$ cat config.mk
export PLATFORM = sky130hd
export DESIGN_NAME = lrcr_ctrl
export DESIGN_NICKNAME = d
export VERILOG_FILES = /design/src/rtl/lrcr_pkg.sv /design/src/rtl/lrcr_ctrl.sv
export SDC_FILE = /design/constraint.sdc
export NUM_CORES = 1
export LEC_CHECK = 0
export BUFFER_PORTS_ARGS = -buffer_cell sky130_fd_sc_hd__clkbuf_2
export CORE_AREA = 2 2 39 41
export CTS_BUF_LIST = sky130_fd_sc_hd__clkbuf_8
export CTS_CLUSTER_SIZE = 40
export DETAILED_ROUTE_END_ITERATION = 10
export DIE_AREA = 0 0 41 43
export PLACE_DENSITY_LB_ADDON = 0.05
export SETUP_SLACK_MARGIN = 0.5
export SYNTH_ARGS = -nofsm -noshare
export SYNTH_HDL_FRONTEND = slang
export SYNTH_SLANG_ARGS = --single-unit
export TNS_END_PERCENT = 30
$ cat constraint.sdc
create_clock -name clk -period 1.6 [get_ports clk]
set_input_delay 0.16 -clock clk [delete_from_list [all_inputs] [get_ports clk]]
set_output_delay 0.16 -clock clk [all_outputs]
set_load 0.02 [all_outputs]
$ cat src/rtl/lrcr_pkg.sv
// Shared types and constants for the link rate change reporter.
`default_nettype none
package lrcr_pkg;
  localparam int TimeW = 64;
  localparam int ByteW = 64;
  localparam int PktW  = 32;
  localparam int RateW = 48;
  localparam logic [RateW-1:0] RateMax = {RateW{1'b1}};
  localparam int FracBits = 19;
  localparam int QuoLimitBit = 29;

  typedef enum logic [1:0] {
    CFG_LOSS  = 2'd0,
    CFG_RMIN  = 2'd1,
    CFG_RATIO = 2'd2,
    CFG_TIME  = 2'd3
  } cfg_index_t;

  // which rate the divider works on
  typedef enum logic [1:0] {
    DIV_RC_UP   = 2'd0,
    DIV_RC_DOWN = 2'd1,
    DIV_RN_UP   = 2'd2,
    DIV_RN_DOWN = 2'd3
  } div_sel_t;

  typedef enum logic [2:0] {
    ST_IDLE,
    ST_READ,
    ST_DIV_START,
    ST_DIV_WAIT,
    ST_DECIDE,
    ST_WRITE,
    ST_OUT
  } state_t;

  typedef struct packed {
    logic     load;
    logic     read;
    logic     div_start;
    div_sel_t div_sel;
    logic     decide;
    logic     write;
    logic     out_load;
  } cmd_t;

  typedef struct packed {
    logic div_done;
    logic in_range;
  } stat_t;
endpackage
`default_nettype wire

$ cat src/rtl/lrcr_ctrl.sv
// Controller: sequences table read, four divisions, decision, write-back and output.
`default_nettype none
module lrcr_ctrl (
  input  wire logic           clk,
  input  wire logic           rst,
  input  wire logic           in_valid,
  output logic                in_stall,
  output logic                out_valid,
  input  wire logic           out_stall,
  output lrcr_pkg::cmd_t      cmd,
  input  wire lrcr_pkg::stat_t stat,
  output logic                busy
);
  import lrcr_pkg::*;
  state_t state, state_next;
  div_sel_t sel, sel_next;
  logic ov_next;

  always_ff @(posedge clk) begin
    if (rst) begin
      state <= ST_IDLE;
      sel <= DIV_RC_UP;
      out_valid <= 1'b0;
    end else begin
      state <= state_next;
      sel <= sel_next;
      out_valid <= ov_next;
    end
  end

  assign in_stall = state != ST_IDLE;
  assign busy = state != ST_IDLE || out_valid;

  always_comb begin
    state_next = state;
    sel_next = sel;
    ov_next = out_valid && out_stall;
    cmd = '0;
    cmd.div_sel = sel;
    unique case (state)
      ST_IDLE: begin
        cmd.load = in_valid;
        if (in_valid) state_next = ST_READ;
      end
      ST_READ: begin
        cmd.read = 1'b1;
        sel_next = DIV_RC_UP;
        state_next = stat.in_range ? ST_DIV_START : ST_OUT;
      end
      ST_DIV_START: begin
        cmd.div_start = 1'b1;
        state_next = ST_DIV_WAIT;
      end
      ST_DIV_WAIT: begin
        if (stat.div_done) begin
          if (sel == DIV_RN_DOWN) begin
            state_next = ST_DECIDE;
          end else begin
            sel_next = div_sel_t'(sel + 2'd1);
            state_next = ST_DIV_START;
          end
        end
      end
      ST_DECIDE: begin
        cmd.decide = 1'b1;
        state_next = ST_WRITE;
      end
      ST_WRITE: begin
        state_next = ST_OUT;
      end
      ST_OUT: begin
        // hold until the output register is free
        if (!(out_valid && out_stall)) begin
          cmd.out_load = 1'b1;
          cmd.write = stat.in_range;
          ov_next = 1'b1;
          state_next = ST_IDLE;
        end
      end
      default: state_next = ST_IDLE;
    endcase
  end

  ap_div_only_waiting: assert property (@(posedge clk) disable iff (rst)
    stat.div_done |-> state == ST_DIV_WAIT) else $error("divider done out of sequence");
  ap_write_with_out: assert property (@(posedge clk) disable iff (rst)
    cmd.write |-> cmd.out_load) else $error("table write without output");
  ap_out_after: assert property (@(posedge clk) disable iff (rst)
    cmd.out_load |=> out_valid) else $error("output word lost");
endmodule
`default_nettype wire

==> metrics.json, run 1 <==
{
  "result_of_the_run": {"value": "finished, final reports clean"},
  "use_met1": {"value": 0.187},
  "gp_congestion": {"value": 0.692},
  "cts_made_buffers": {"value": 3},
  "grt-busiest-layer": {"value": "met2"},
  "initial_core_util": {"value": 0.297},
  "netlist_area": {"value": 410, "unit": "um2"},
  "filler_cell_count": {"value": 152},
  "layout_min_cycle_time": {"value": 1490, "unit": "ps"},
  "clk_root_buffer_cell": {"value": "sky130_fd_sc_hd__clkbuf_8"},
  "drt_wl_total": {"value": 1110, "unit": "um"},
  "leakage_power_of_the_design": {"value": 0.292, "unit": "nW"},
  "placed_area": {"value": 512, "unit": "um2"},
  "endpoint_required_time_on_the_critical_path": {"value": 1440, "unit": "ps"},
  "finalSetupViolCount": {"value": 0},
  "grt_pass1_vias": {"value": 449},
  "startpoint_type": {"value": "flop"},
  "number_of_maximum_capacitance_constraint_violations": {"value": 0},
  "setup.worst_path.class": {"value": "flop to primary output"},
  "worstPathMaxFanout": {"value": 3},
  "design_power_total": {"value": 0.693, "unit": "mW"},
  "grt.overflow.total": {"value": 0},
  "max_freq": {"value": 0.673, "unit": "GHz"},
  "floorplan.rows": {"value": 14},
  "layout.nets": {"value": 82},
  "synth_warnings": {"value": 0},
  "synth_seq_area_share": {"value": 0.293},
  "route.antenna.remaining_nets": {"value": 0},
  "vias_per_cell": {"value": 4.96},
  "detail_route.iter0.violations": {"value": 6},
  "slew_violations": {"value": 0},
  "met2_grt_util": {"value": 0.281},
  "top_level_ports": {"value": 17},
  "multiInputGateArea": {"value": 282, "unit": "um2"},
  "numPlacedInstances": {"value": 82},
  "fraction_of_final_layout_cells_with_drive_strength_greater_than_1": {"value": 0.493},
  "headroom_to_the_max_slew_limit": {"value": 0.824},
  "grt_setup_unrepaired": {"value": "true"},
  "drc": {"value": 0},
  "clk-insertion-delay-late": {"value": 220, "unit": "ps"},
  "type_of_destination_of_the_critical_path": {"value": "primary output"},
  "dr_total_vias": {"value": 441},
  "mostFrequentLayoutCells": {"value": "sky130_fd_sc_hd__clkbuf_2, sky130_fd_sc_hd__nor2_1, sky130_fd_sc_hd__a21oi_1, sky130_fd_sc_hd__buf_4, sky130_fd_sc_hd__clkbuf_8"},
  "hold_class": {"value": "primary input to flop"},
  "grt_antenna_before_repair": {"value": 0},
  "synthCells": {"value": 51},
  "die_height": {"value": 43, "unit": "um"},
  "final-seq-area": {"value": 129, "unit": "um2"},
  "first_pass_iters": {"value": 4},
  "grt_start_max_net_pins": {"value": 12},
  "ir_drop": {"value": 0.473, "unit": "mV"},
  "total_routing_usage_reported_by_global_routing": {"value": 0.161},
  "place.port_buffers": {"value": 16},
  "area_growth": {"value": 54.6, "unit": "%"},
  "post-route-cell-area": {"value": 634, "unit": "um2"},
  "core_area": {"value": 1380, "unit": "um2"},
  "n_antenna_cell": {"value": 0},
  "cts-root-to-sink-buffers": {"value": 2},
  "cp_data_arrival_time": {"value": 1330, "unit": "ps"},
  "fp.dieW": {"value": 41, "unit": "um"},
  "cts_max_level": {"value": 1},
  "syn_area_cell": {"value": 8.05, "unit": "um2"},
  "cts_tree": {"value": "done"},
  "full_die_area": {"value": 1760, "unit": "um2"},
  "finalSetupTns": {"value": 0, "unit": "ps"},
  "tightestPinTransition": {"value": 263, "unit": "ps"},
  "cts.sink_count": {"value": 6},
  "postSynthRegisterBits": {"value": 6},
  "ys_types": {"value": 27},
  "final_core_utilization": {"value": 0.458},
  "final.setup_skew": {"value": 3.34, "unit": "ps"},
  "ffs_w_async_s_r_synth": {"value": 0},
  "report.final.hold_viol_count": {"value": 0},
  "power_density": {"value": 1090, "unit": "nW/um2"},
  "most_common_cell_after_layout_fill_and_taps_aside": {"value": "sky130_fd_sc_hd__clkbuf_2"},
  "ys_dominant_reg_cell": {"value": "sky130_fd_sc_hd__dfxtp_1"},
  "global_route.usage.met3": {"value": 0.0157},
  "wl_per_cell": {"value": 12.5, "unit": "um"},
  "grt_pass1_wl": {"value": 1950, "unit": "um"},
  "synthesis.nets": {"value": 58},
  "synth-edff-count": {"value": 0},
  "hpwlAfterDp": {"value": 770, "unit": "um"},
  "post_layout_nonfiller_instances": {"value": 89},
  "clk_slew_on_worst_s_h_paths": {"value": 40, "unit": "ps"},
  "fin_crit_sh": {"value": 0.929}
}
Yosys cell counts (all sizes together) (2+ instances only):
| library cell | n | area [um2] |
|---|---|---|
| nand2 | 2 | 7.51 |
| nor3b | 3 | 27.5 |
| o21ai | 3 | 15.0 |
| dfxtp | 6 | 120 |
| inv | 2 | 7.51 |
| nor3 | 3 | 20.0 |
| nor2b | 2 | 12.5 |
| nor2 | 8 | 37.5 |
| clkbuf | 2 | 7.51 |
| a21oi | 6 | 30.0 |
cells by family after synthesis:
group	Yosys count	synth area share
muxes	1	0.0244
AOI/OAI and AO/OA	12	0.189
DFF	6	0.293
buffers and inverters	5	0.0640
and+or+nand+nor	26	0.399
adders and majority gates	1	0.0305
worst max-delay path, stage by stage, from the launching register on:
cell,delay (ps)
sky130_fd_sc_hd__dfxtp_2,320
sky130_fd_sc_hd__or3_4,390
sky130_fd_sc_hd__or2_1,230
sky130_fd_sc_hd__clkbuf_8,160
per-layer routing:
| layer | wire [um] | vias up |
|---|---|---|
| met5 | 0 | - |
| met4 | 0 | 0 |
| met3 | 54 | 0 |
| met2 | 609 | 12 |
| met1 | 447 | 202 |
| li1 | - | 227 |
path summary, 6_finish.rpt:
| check | from | endpoint | slack (ps) | cells after the start |
|---|---|---|---|---|
| min | out_stall | out_valid | 180 | 3 |
| max reg2reg | state[1] | state[2] | 240 | 5 |
| min reg2reg | sel[1] | sel[1] | 500 | 2 |
| max | state[1] | busy | 110 | 3 |
cell type report:
type,count,area share
Multi-Input combinational cell,40,0.444
Timing Repair Buffer,22,0.245
Sequential cell,6,0.203
Clock buffer,3,0.0651
Tap cell,16,0.0316
Inverter,2,0.0118
through the flow:
step / hold slack, ps / setup slack (ps)
after floorplan: 229 / 316
after CTS: 188 / 126
after global routing: 223 / 81.2
final: 185 / 114
after global placement: 418 / 218
after detailed placement: 415 / 208
power breakdown:
group	leakage, nW	switching [mW]	internal [mW]
clock network	0.0216	0.0709	0.162
registers	0.0506	0.0123	0.164
logic	0.220	0.146	0.137
total	0.292	0.229	0.464
flip-flops by register name, summed over array words and instances, names as in the netlist:
signal     flops
out_valid      1
state          3
sel            2
timing repair:
| action | in CTS | in global routing |
|---|---|---|
| endpoints found under the setup margin | 12 | 12 |
| hold buffers | 0 | 0 |
| pin swaps | 2 | 1 |
| setup buffers | 3 | 1 |
| gates resized for setup | 11 | 8 |
Power figures use the tool's default switching activity.
==> run 2: changes to the inputs <==
--- a/config.mk
+++ b/config.mk
@@ -6,11 +6,11 @@
 export NUM_CORES = 1
 export LEC_CHECK = 0
 export BUFFER_PORTS_ARGS = -buffer_cell sky130_fd_sc_hd__clkbuf_2
-export CORE_AREA = 2 2 39 41
+export CORE_MARGIN = 2
+export CORE_UTILIZATION = 25
 export CTS_BUF_LIST = sky130_fd_sc_hd__clkbuf_8
 export CTS_CLUSTER_SIZE = 40
 export DETAILED_ROUTE_END_ITERATION = 10
-export DIE_AREA = 0 0 41 43
 export PLACE_DENSITY_LB_ADDON = 0.05
 export SETUP_SLACK_MARGIN = 0.5
 export SYNTH_ARGS = -nofsm -noshare
==> constraint.sdc (replaced) <==
create_clock -name clk -period 1.7 [get_ports clk]
set_input_delay 0.17 -clock clk [delete_from_list [all_inputs] [get_ports clk]]
set_output_delay 0.17 -clock clk [all_outputs]
set_load 0.02 [all_outputs]
==> metrics.json, run 2 (synthesis gave the netlist of run 1 again) <==
{
  "result_of_the_run": {"value": "finished, final reports clean"},
  "total_routing_usage_reported_by_global_routing": {"value": 0.139, "change": "-0.0222"},
  "postCtsHoldBufs": {"value": 0, "change": "unchanged"},
  "drc": {"value": 0, "change": "unchanged"},
  "die_height": {"value": 44.5, "unit": "um", "change": "+3.5%"},
  "dr_total_vias": {"value": 468, "change": "+6.1%"},
  "max_stage_delay": {"value": 420, "unit": "ps", "change": "+30 ps"},
  "finalSetupTns": {"value": 0, "unit": "ps", "change": "unchanged"},
  "initial_core_util": {"value": 0.269, "change": "-0.0273"},
  "cts_made_buffers": {"value": 3, "change": "unchanged"},
  "wl_per_cell": {"value": 12.9, "unit": "um", "change": "+3.7%"},
  "worstPathMaxFanout": {"value": 4, "change": "+1"},
  "gp_congestion": {"value": 0.732, "change": "+5.8%"},
  "detail_route.iter0.violations": {"value": 2, "change": "-4"},
  "startpoint_type": {"value": "flop"},
  "power_share_of_the_sequential_group": {"value": 0.243, "change": "-0.012"},
  "setup.worst_path.class": {"value": "flop to primary output"},
  "drt_wl_total": {"value": 1230, "unit": "um", "change": "+11%"},
  "critical-path-slowest-cell": {"value": "sky130_fd_sc_hd__or3_4"},
  "worst_hold_startpoint": {"value": "out_stall"},
  "rr_worst_depth": {"value": 5, "change": "unchanged"},
  "hpwlAfterDp": {"value": 734, "unit": "um", "change": "-4.7%"},
  "most_common_cell_after_layout_fill_and_taps_aside": {"value": "sky130_fd_sc_hd__clkbuf_2"},
  "type_of_destination_of_the_critical_path": {"value": "primary output"},
  "cp_cell_sequence": {"value": "or3_4 -> or2_1 -> clkbuf_8"},
  "finalSetupViolCount": {"value": 0, "change": "unchanged"},
  "fp.dieW": {"value": 44.5, "unit": "um", "change": "+8.6%"},
  "place.port_buffers": {"value": 16, "change": "unchanged"},
  "report.final.hold_viol_count": {"value": 0, "change": "unchanged"},
  "final.setup_skew": {"value": 1.64, "unit": "ps", "change": "-1.70 ps"},
  "p_int": {"value": 0.473, "unit": "mW", "change": "+1.9%"},
  "grt_pass1_wl": {"value": 1930, "unit": "um", "change": "-1.0%"},
  "layout_min_cycle_time": {"value": 1530, "unit": "ps"},
  "hold-path-cell-count": {"value": 3, "change": "unchanged"},
  "ir_drop": {"value": 0.479, "unit": "mV", "change": "+1.1%"},
  "fraction_of_final_layout_cells_with_drive_strength_greater_than_1": {"value": 0.582, "change": "+0.0891"},
  "core_area": {"value": 1520, "unit": "um2", "change": "+10%"},
  "largest-register": {"value": "state"},
  "multiInputGateArea": {"value": 304, "unit": "um2", "change": "+8.0%"},
  "final_core_utilization": {"value": 0.485, "change": "+0.0268"},
  "registers_with_the_highest_flip_flop_counts": {"value": "state x3, sel x2, out_valid x1"},
  "grt_setup_unrepaired": {"value": "true"},
  "critical_path.startpoint": {"value": "state[2]"},
  "grt.overflow.total": {"value": 0, "change": "unchanged"},
  "n_antenna_cell": {"value": 0, "change": "unchanged"},
  "post_layout_nonfiller_instances": {"value": 95, "change": "+6.7%"},
  "clk_slew_on_worst_s_h_paths": {"value": 40, "unit": "ps", "change": "about the same"},
  "first_pass_iters": {"value": 4, "change": "unchanged"},
  "combPwrFrac": {"value": 0.446, "change": "+0.037"},
  "number_of_maximum_capacitance_constraint_violations": {"value": 0, "change": "unchanged"},
  "net-switching-power": {"value": 0.231, "unit": "mW", "change": "+0.96%"},
  "cts.sink_count": {"value": 6, "change": "unchanged"},
  "worstReg2RegStart": {"value": "state[2]"},
  "route.antenna.remaining_nets": {"value": 0, "change": "unchanged"},
  "grt_antenna_before_repair": {"value": 0, "change": "unchanged"},
  "leakage_power_of_the_design": {"value": 0.347, "unit": "nW", "change": "+19%"},
  "cp_data_arrival_time": {"value": 1360, "unit": "ps", "change": "+30 ps"},
  "slew_violations": {"value": 0, "change": "unchanged"},
  "clock_power_share": {"value": 0.310, "change": "-0.027"},
  "hold_class": {"value": "primary input to flop"},
  "fin_crit_sh": {"value": 0.900},
  "layout.nets": {"value": 88, "change": "+7.3%"},
  "numPlacedInstances": {"value": 81, "change": "-1.2%"},
  "max_freq": {"value": 0.654, "unit": "GHz"},
  "power_density": {"value": 952, "unit": "nW/um2", "change": "-13%"},
  "p_sw_frac": {"value": 0.328, "change": "-0.00204"},
  "grt_start_max_net_pins": {"value": 13, "change": "+1"},
  "filler_cell_count": {"value": 151, "change": "-0.66%"},
  "top_level_ports": {"value": 17, "change": "unchanged"},
  "final-seq-area": {"value": 129, "unit": "um2", "change": "unchanged"},
  "full_die_area": {"value": 1980, "unit": "um2", "change": "+12%"},
  "tightestPinTransition": {"value": 190, "unit": "ps", "change": "-72.1 ps"},
  "cts-root-to-sink-buffers": {"value": 2, "change": "unchanged"},
  "largest_register_ff_count": {"value": 3, "change": "unchanged"},
  "vias_per_cell": {"value": 4.93, "change": "-0.58%"},
  "cts_tree": {"value": "done"},
  "cts_max_level": {"value": 1, "change": "unchanged"},
  "area_growth": {"value": 80.2, "unit": "%"},
  "clk-insertion-delay-late": {"value": 230, "unit": "ps", "change": "about the same"},
  "floorplan.rows": {"value": 14, "change": "unchanged"},
  "grt_pass1_vias": {"value": 439, "change": "-2.2%"},
  "endpoint_required_time_on_the_critical_path": {"value": 1530, "unit": "ps", "change": "+90 ps"},
  "mostFrequentLayoutCells": {"value": "sky130_fd_sc_hd__clkbuf_2, sky130_fd_sc_hd__buf_4, sky130_fd_sc_hd__a21oi_1, sky130_fd_sc_hd__clkbuf_8, sky130_fd_sc_hd__nor2_1"},
  "clk_root_buffer_cell": {"value": "sky130_fd_sc_hd__clkbuf_8"},
  "headroom_to_the_max_slew_limit": {"value": 0.869, "change": "+0.0458"}
}
## run 2: final cells by class
type                            count  area share
Clock buffer                        3      0.0558
Inverter                            2      0.0102
Multi-Input combinational cell     40       0.411
Sequential cell                     6       0.174
Tap cell                           16      0.0271
Timing Repair Buffer               28       0.321
## run 2: what timing repair did
item                       CTS  global route
cloned                       0             1
buffers inserted             6             4
pin swaps                    5             3
setup endpoints to repair   10            12
gates resized for setup     18            11
## run 2: path summary, 6_finish.rpt
path	to	slack, ps
setup / recovery	busy	170
setup reg to reg	state[2]	420
hold reg to reg	sel[1]	510
hold / removal	out_valid	190
## run 2: critical path: cells and delay by family (launching register included)
kind                   cells  cell delay (ps)
buffers and inverters      1              150
DFF                        1              340
and+or+nand+nor            2              650
## run 2: power groups by stage
stage | clock network, mW | registers (mW) | logic (mW)
after floorplan | 0 | 0.164 | 0.147
after global placement | 0 | 0.182 | 0.183
after detailed placement | 0 | 0.181 | 0.180
after CTS | 0.224 | 0.169 | 0.238
after global routing | 0.235 | 0.173 | 0.335
final | 0.218 | 0.171 | 0.314
## run 2: layer usage
layer | up-vias | global-route usage | part of all wire | wire, um
met5 | - | 0 | 0 | 0
met4 | 0 | 0.0727 | 0.019 | 23
met3 | 5 | 0.0735 | 0.084 | 103
met2 | 18 | 0.191 | 0.44 | 546
met1 | 211 | 0.172 | 0.45 | 556
li1 | 234 | - | - | -
## run 2: per-stage QoR
step / instance area (um2) / hold slack, ps / total power [mW] / setup slack [ps]
floorplan: 415 / 239 / 0.311 / 362
global placement: 504 / 433 / 0.365 / 300
detailed placement: 504 / 426 / 0.362 / 293
CTS: 652 / 190 / 0.631 / 158
global route: 739 / 199 / 0.743 / 146
finish: 739 / 189 / 0.704 / 171
==> run 3: changes to the inputs <==
--- a/config.mk
+++ b/config.mk
@@ -11,7 +11,6 @@
 export CTS_BUF_LIST = sky130_fd_sc_hd__clkbuf_8
 export CTS_CLUSTER_SIZE = 40
 export DETAILED_ROUTE_END_ITERATION = 10
-export PLACE_DENSITY_LB_ADDON = 0.05
 export SETUP_SLACK_MARGIN = 0.5
 export SYNTH_ARGS = -nofsm -noshare
 export SYNTH_HDL_FRONTEND = slang
==> metrics.json, run 3 (synthesis gave the netlist of run 1 again) <==
{
  "result_of_the_run": {"value": "finished, final reports clean"},
  "vias_per_cell": {"value": 4.92, "change": "-0.10%"},
  "tightestPinTransition": {"value": 227, "unit": "ps", "change": "+36.8 ps"},
  "most_common_cell_after_layout_fill_and_taps_aside": {"value": "sky130_fd_sc_hd__clkbuf_2"},
  "clk_root_buffer_cell": {"value": "sky130_fd_sc_hd__clkbuf_8"},
  "first_pass_iters": {"value": 4, "change": "unchanged"},
  "finalSetupTns": {"value": 0, "unit": "ps", "change": "unchanged"},
  "finalSetupViolCount": {"value": 0, "change": "unchanged"},
  "postCtsHoldBufs": {"value": 0, "change": "unchanged"},
  "total_routing_usage_reported_by_global_routing": {"value": 0.122, "change": "-0.0165"},
  "cts_tree": {"value": "done"},
  "endpoint_required_time_on_the_critical_path": {"value": 1530, "unit": "ps", "change": "about the same"},
  "filler_cell_count": {"value": 160, "change": "+6.0%"},
  "wl_per_cell": {"value": 11.9, "unit": "um", "change": "-8.1%"},
  "full_die_area": {"value": 1980, "unit": "um2", "change": "unchanged"},
  "floorplan.rows": {"value": 14, "change": "unchanged"},
  "largest_register_ff_count": {"value": 3, "change": "unchanged"},
  "gp_congestion": {"value": 0.796, "change": "+8.6%"},
  "multiInputGateArea": {"value": 282, "unit": "um2", "change": "-7.4%"},
  "grt_antenna_before_repair": {"value": 0, "change": "unchanged"},
  "detail_route.iter0.violations": {"value": 10, "change": "+8"},
  "headroom_to_the_max_slew_limit": {"value": 0.847, "change": "-0.0221"},
  "grt_pass1_wl": {"value": 1750, "unit": "um", "change": "-9.4%"},
  "fraction_of_final_layout_cells_with_drive_strength_greater_than_1": {"value": 0.507, "change": "-0.0754"},
  "layout.nets": {"value": 82, "change": "-6.8%"},
  "ir_drop": {"value": 0.676, "unit": "mV", "change": "+41%"},
  "fp.dieW": {"value": 44.5, "unit": "um", "change": "unchanged"},
  "leakage_power_of_the_design": {"value": 0.290, "unit": "nW", "change": "-17%"},
  "type_of_destination_of_the_critical_path": {"value": "primary output"},
  "startpoint_type": {"value": "flop"},
  "final_core_utilization": {"value": 0.414, "change": "-0.0714"},
  "hpwlAfterDp": {"value": 740, "unit": "um", "change": "+0.82%"},
  "cts_max_level": {"value": 1, "change": "unchanged"},
  "die_height": {"value": 44.5, "unit": "um", "change": "unchanged"},
  "hold_class": {"value": "primary input to flop"},
  "drt_wl_total": {"value": 1060, "unit": "um", "change": "-14%"},
  "grt_start_max_net_pins": {"value": 13, "change": "unchanged"},
  "cp_data_arrival_time": {"value": 1330, "unit": "ps", "change": "-30 ps"},
  "clk_slew_on_worst_s_h_paths": {"value": 40, "unit": "ps", "change": "about the same"},
  "worstPathMaxFanout": {"value": 3, "change": "-1"},
  "place.port_buffers": {"value": 16, "change": "unchanged"},
  "final-seq-area": {"value": 131, "unit": "um2", "change": "+1.9%"},
  "report.final.hold_viol_count": {"value": 0, "change": "unchanged"},
  "core_area": {"value": 1520, "unit": "um2", "change": "unchanged"},
  "setup.worst_path.class": {"value": "flop to primary output"},
  "cts.sink_count": {"value": 6, "change": "unchanged"},
  "slew_violations": {"value": 0, "change": "unchanged"},
  "cts-root-to-sink-buffers": {"value": 2, "change": "unchanged"},
  "registers_with_the_highest_flip_flop_counts": {"value": "state x3, sel x2, out_valid x1"},
  "layout_min_cycle_time": {"value": 1500, "unit": "ps", "change": "-32.4 ps"},
  "n_antenna_cell": {"value": 0, "change": "unchanged"},
  "largest-register": {"value": "state"},
  "number_of_maximum_capacitance_constraint_violations": {"value": 0, "change": "unchanged"},
  "mostFrequentLayoutCells": {"value": "sky130_fd_sc_hd__clkbuf_2, sky130_fd_sc_hd__a21oi_1, sky130_fd_sc_hd__buf_4"},
  "clk-insertion-delay-late": {"value": 220, "unit": "ps", "change": "about the same"},
  "grt_setup_unrepaired": {"value": "true"},
  "fin_crit_sh": {"value": 0.880, "change": "-0.0191"},
  "grt.overflow.total": {"value": 0, "change": "unchanged"},
  "initial_core_util": {"value": 0.269, "change": "unchanged"},
  "power_density": {"value": 1010, "unit": "nW/um2", "change": "+5.8%"},
  "final.setup_skew": {"value": 3.06, "unit": "ps", "change": "+1.42 ps"},
  "cts_made_buffers": {"value": 3, "change": "unchanged"},
  "max_freq": {"value": 0.668, "unit": "GHz", "change": "+2.2%"},
  "drc": {"value": 0, "change": "unchanged"},
  "top_level_ports": {"value": 17, "change": "unchanged"},
  "area_growth": {"value": 53.7, "unit": "%"},
  "route.antenna.remaining_nets": {"value": 0, "change": "unchanged"},
  "dr_total_vias": {"value": 438, "change": "-6.4%"},
  "grt_pass1_vias": {"value": 414, "change": "-5.7%"}
}
[run 3: timing repair]
item / 4_1_cts / 5_1_grt
endpoints found under the setup margin: 10 / 12
gates resized for setup: 12 / 5
buffers inserted: 4 / 1
pin swaps: 4 / 0
[run 3: worst paths after layout]
check	to	from	cells after the start	slack, ps
max	busy	state[1]	3	200
min	out_valid	out_stall	3	200
max reg2reg	state[2]	state[1]	5	320
min reg2reg	sel[1]	sel[1]	2	500
[run 3: report_power, final]
part / switching, mW / internal (mW)
registers: 0.0182 / 0.156
clock network: 0.0604 / 0.152
logic: 0.128 / 0.121
[run 3: layout make-up]
type                       instances  area share
tap                               16      0.0317
clock buffer                       3      0.0655
sequential                         6       0.208
multi-input combinational         40       0.446
timing repair buffer              22       0.236
inverter                           2      0.0119
[run 3: per-stage QoR]
| step | power, mW | hold WS (ps) | setup slack, ps | cell area (um2) | instances |
|---|---|---|---|---|---|
| global placement | 0.361 | 424 | 366 | 504 | 81 |
| floorplan | 0.311 | 239 | 362 | 415 | 51 |
| finish | 0.635 | 203 | 203 | 631 | 89 |
| detailed placement | 0.363 | 438 | 347 | 504 | 81 |
| global route | 0.673 | 244 | 180 | 631 | 89 |
| CTS | 0.623 | 197 | 198 | 609 | 88 |
[run 3: metal layers]
layer | GRT usage | part of all wire | vias to the layer above
li1 | - | - | 226
met1 | 0.148 | 0.42 | 192
met2 | 0.186 | 0.50 | 18
met3 | 0.0286 | 0.072 | 2
met4 | 0.0909 | 0.0057 | 0
met5 | 0 | 0 | -
[run 3: worst max-delay path, cell delays in order (launching register included)]
cell,delay (ps)
sky130_fd_sc_hd__dfxtp_4,340
sky130_fd_sc_hd__or3_4,390
sky130_fd_sc_hd__or2_1,220
sky130_fd_sc_hd__clkbuf_8,150
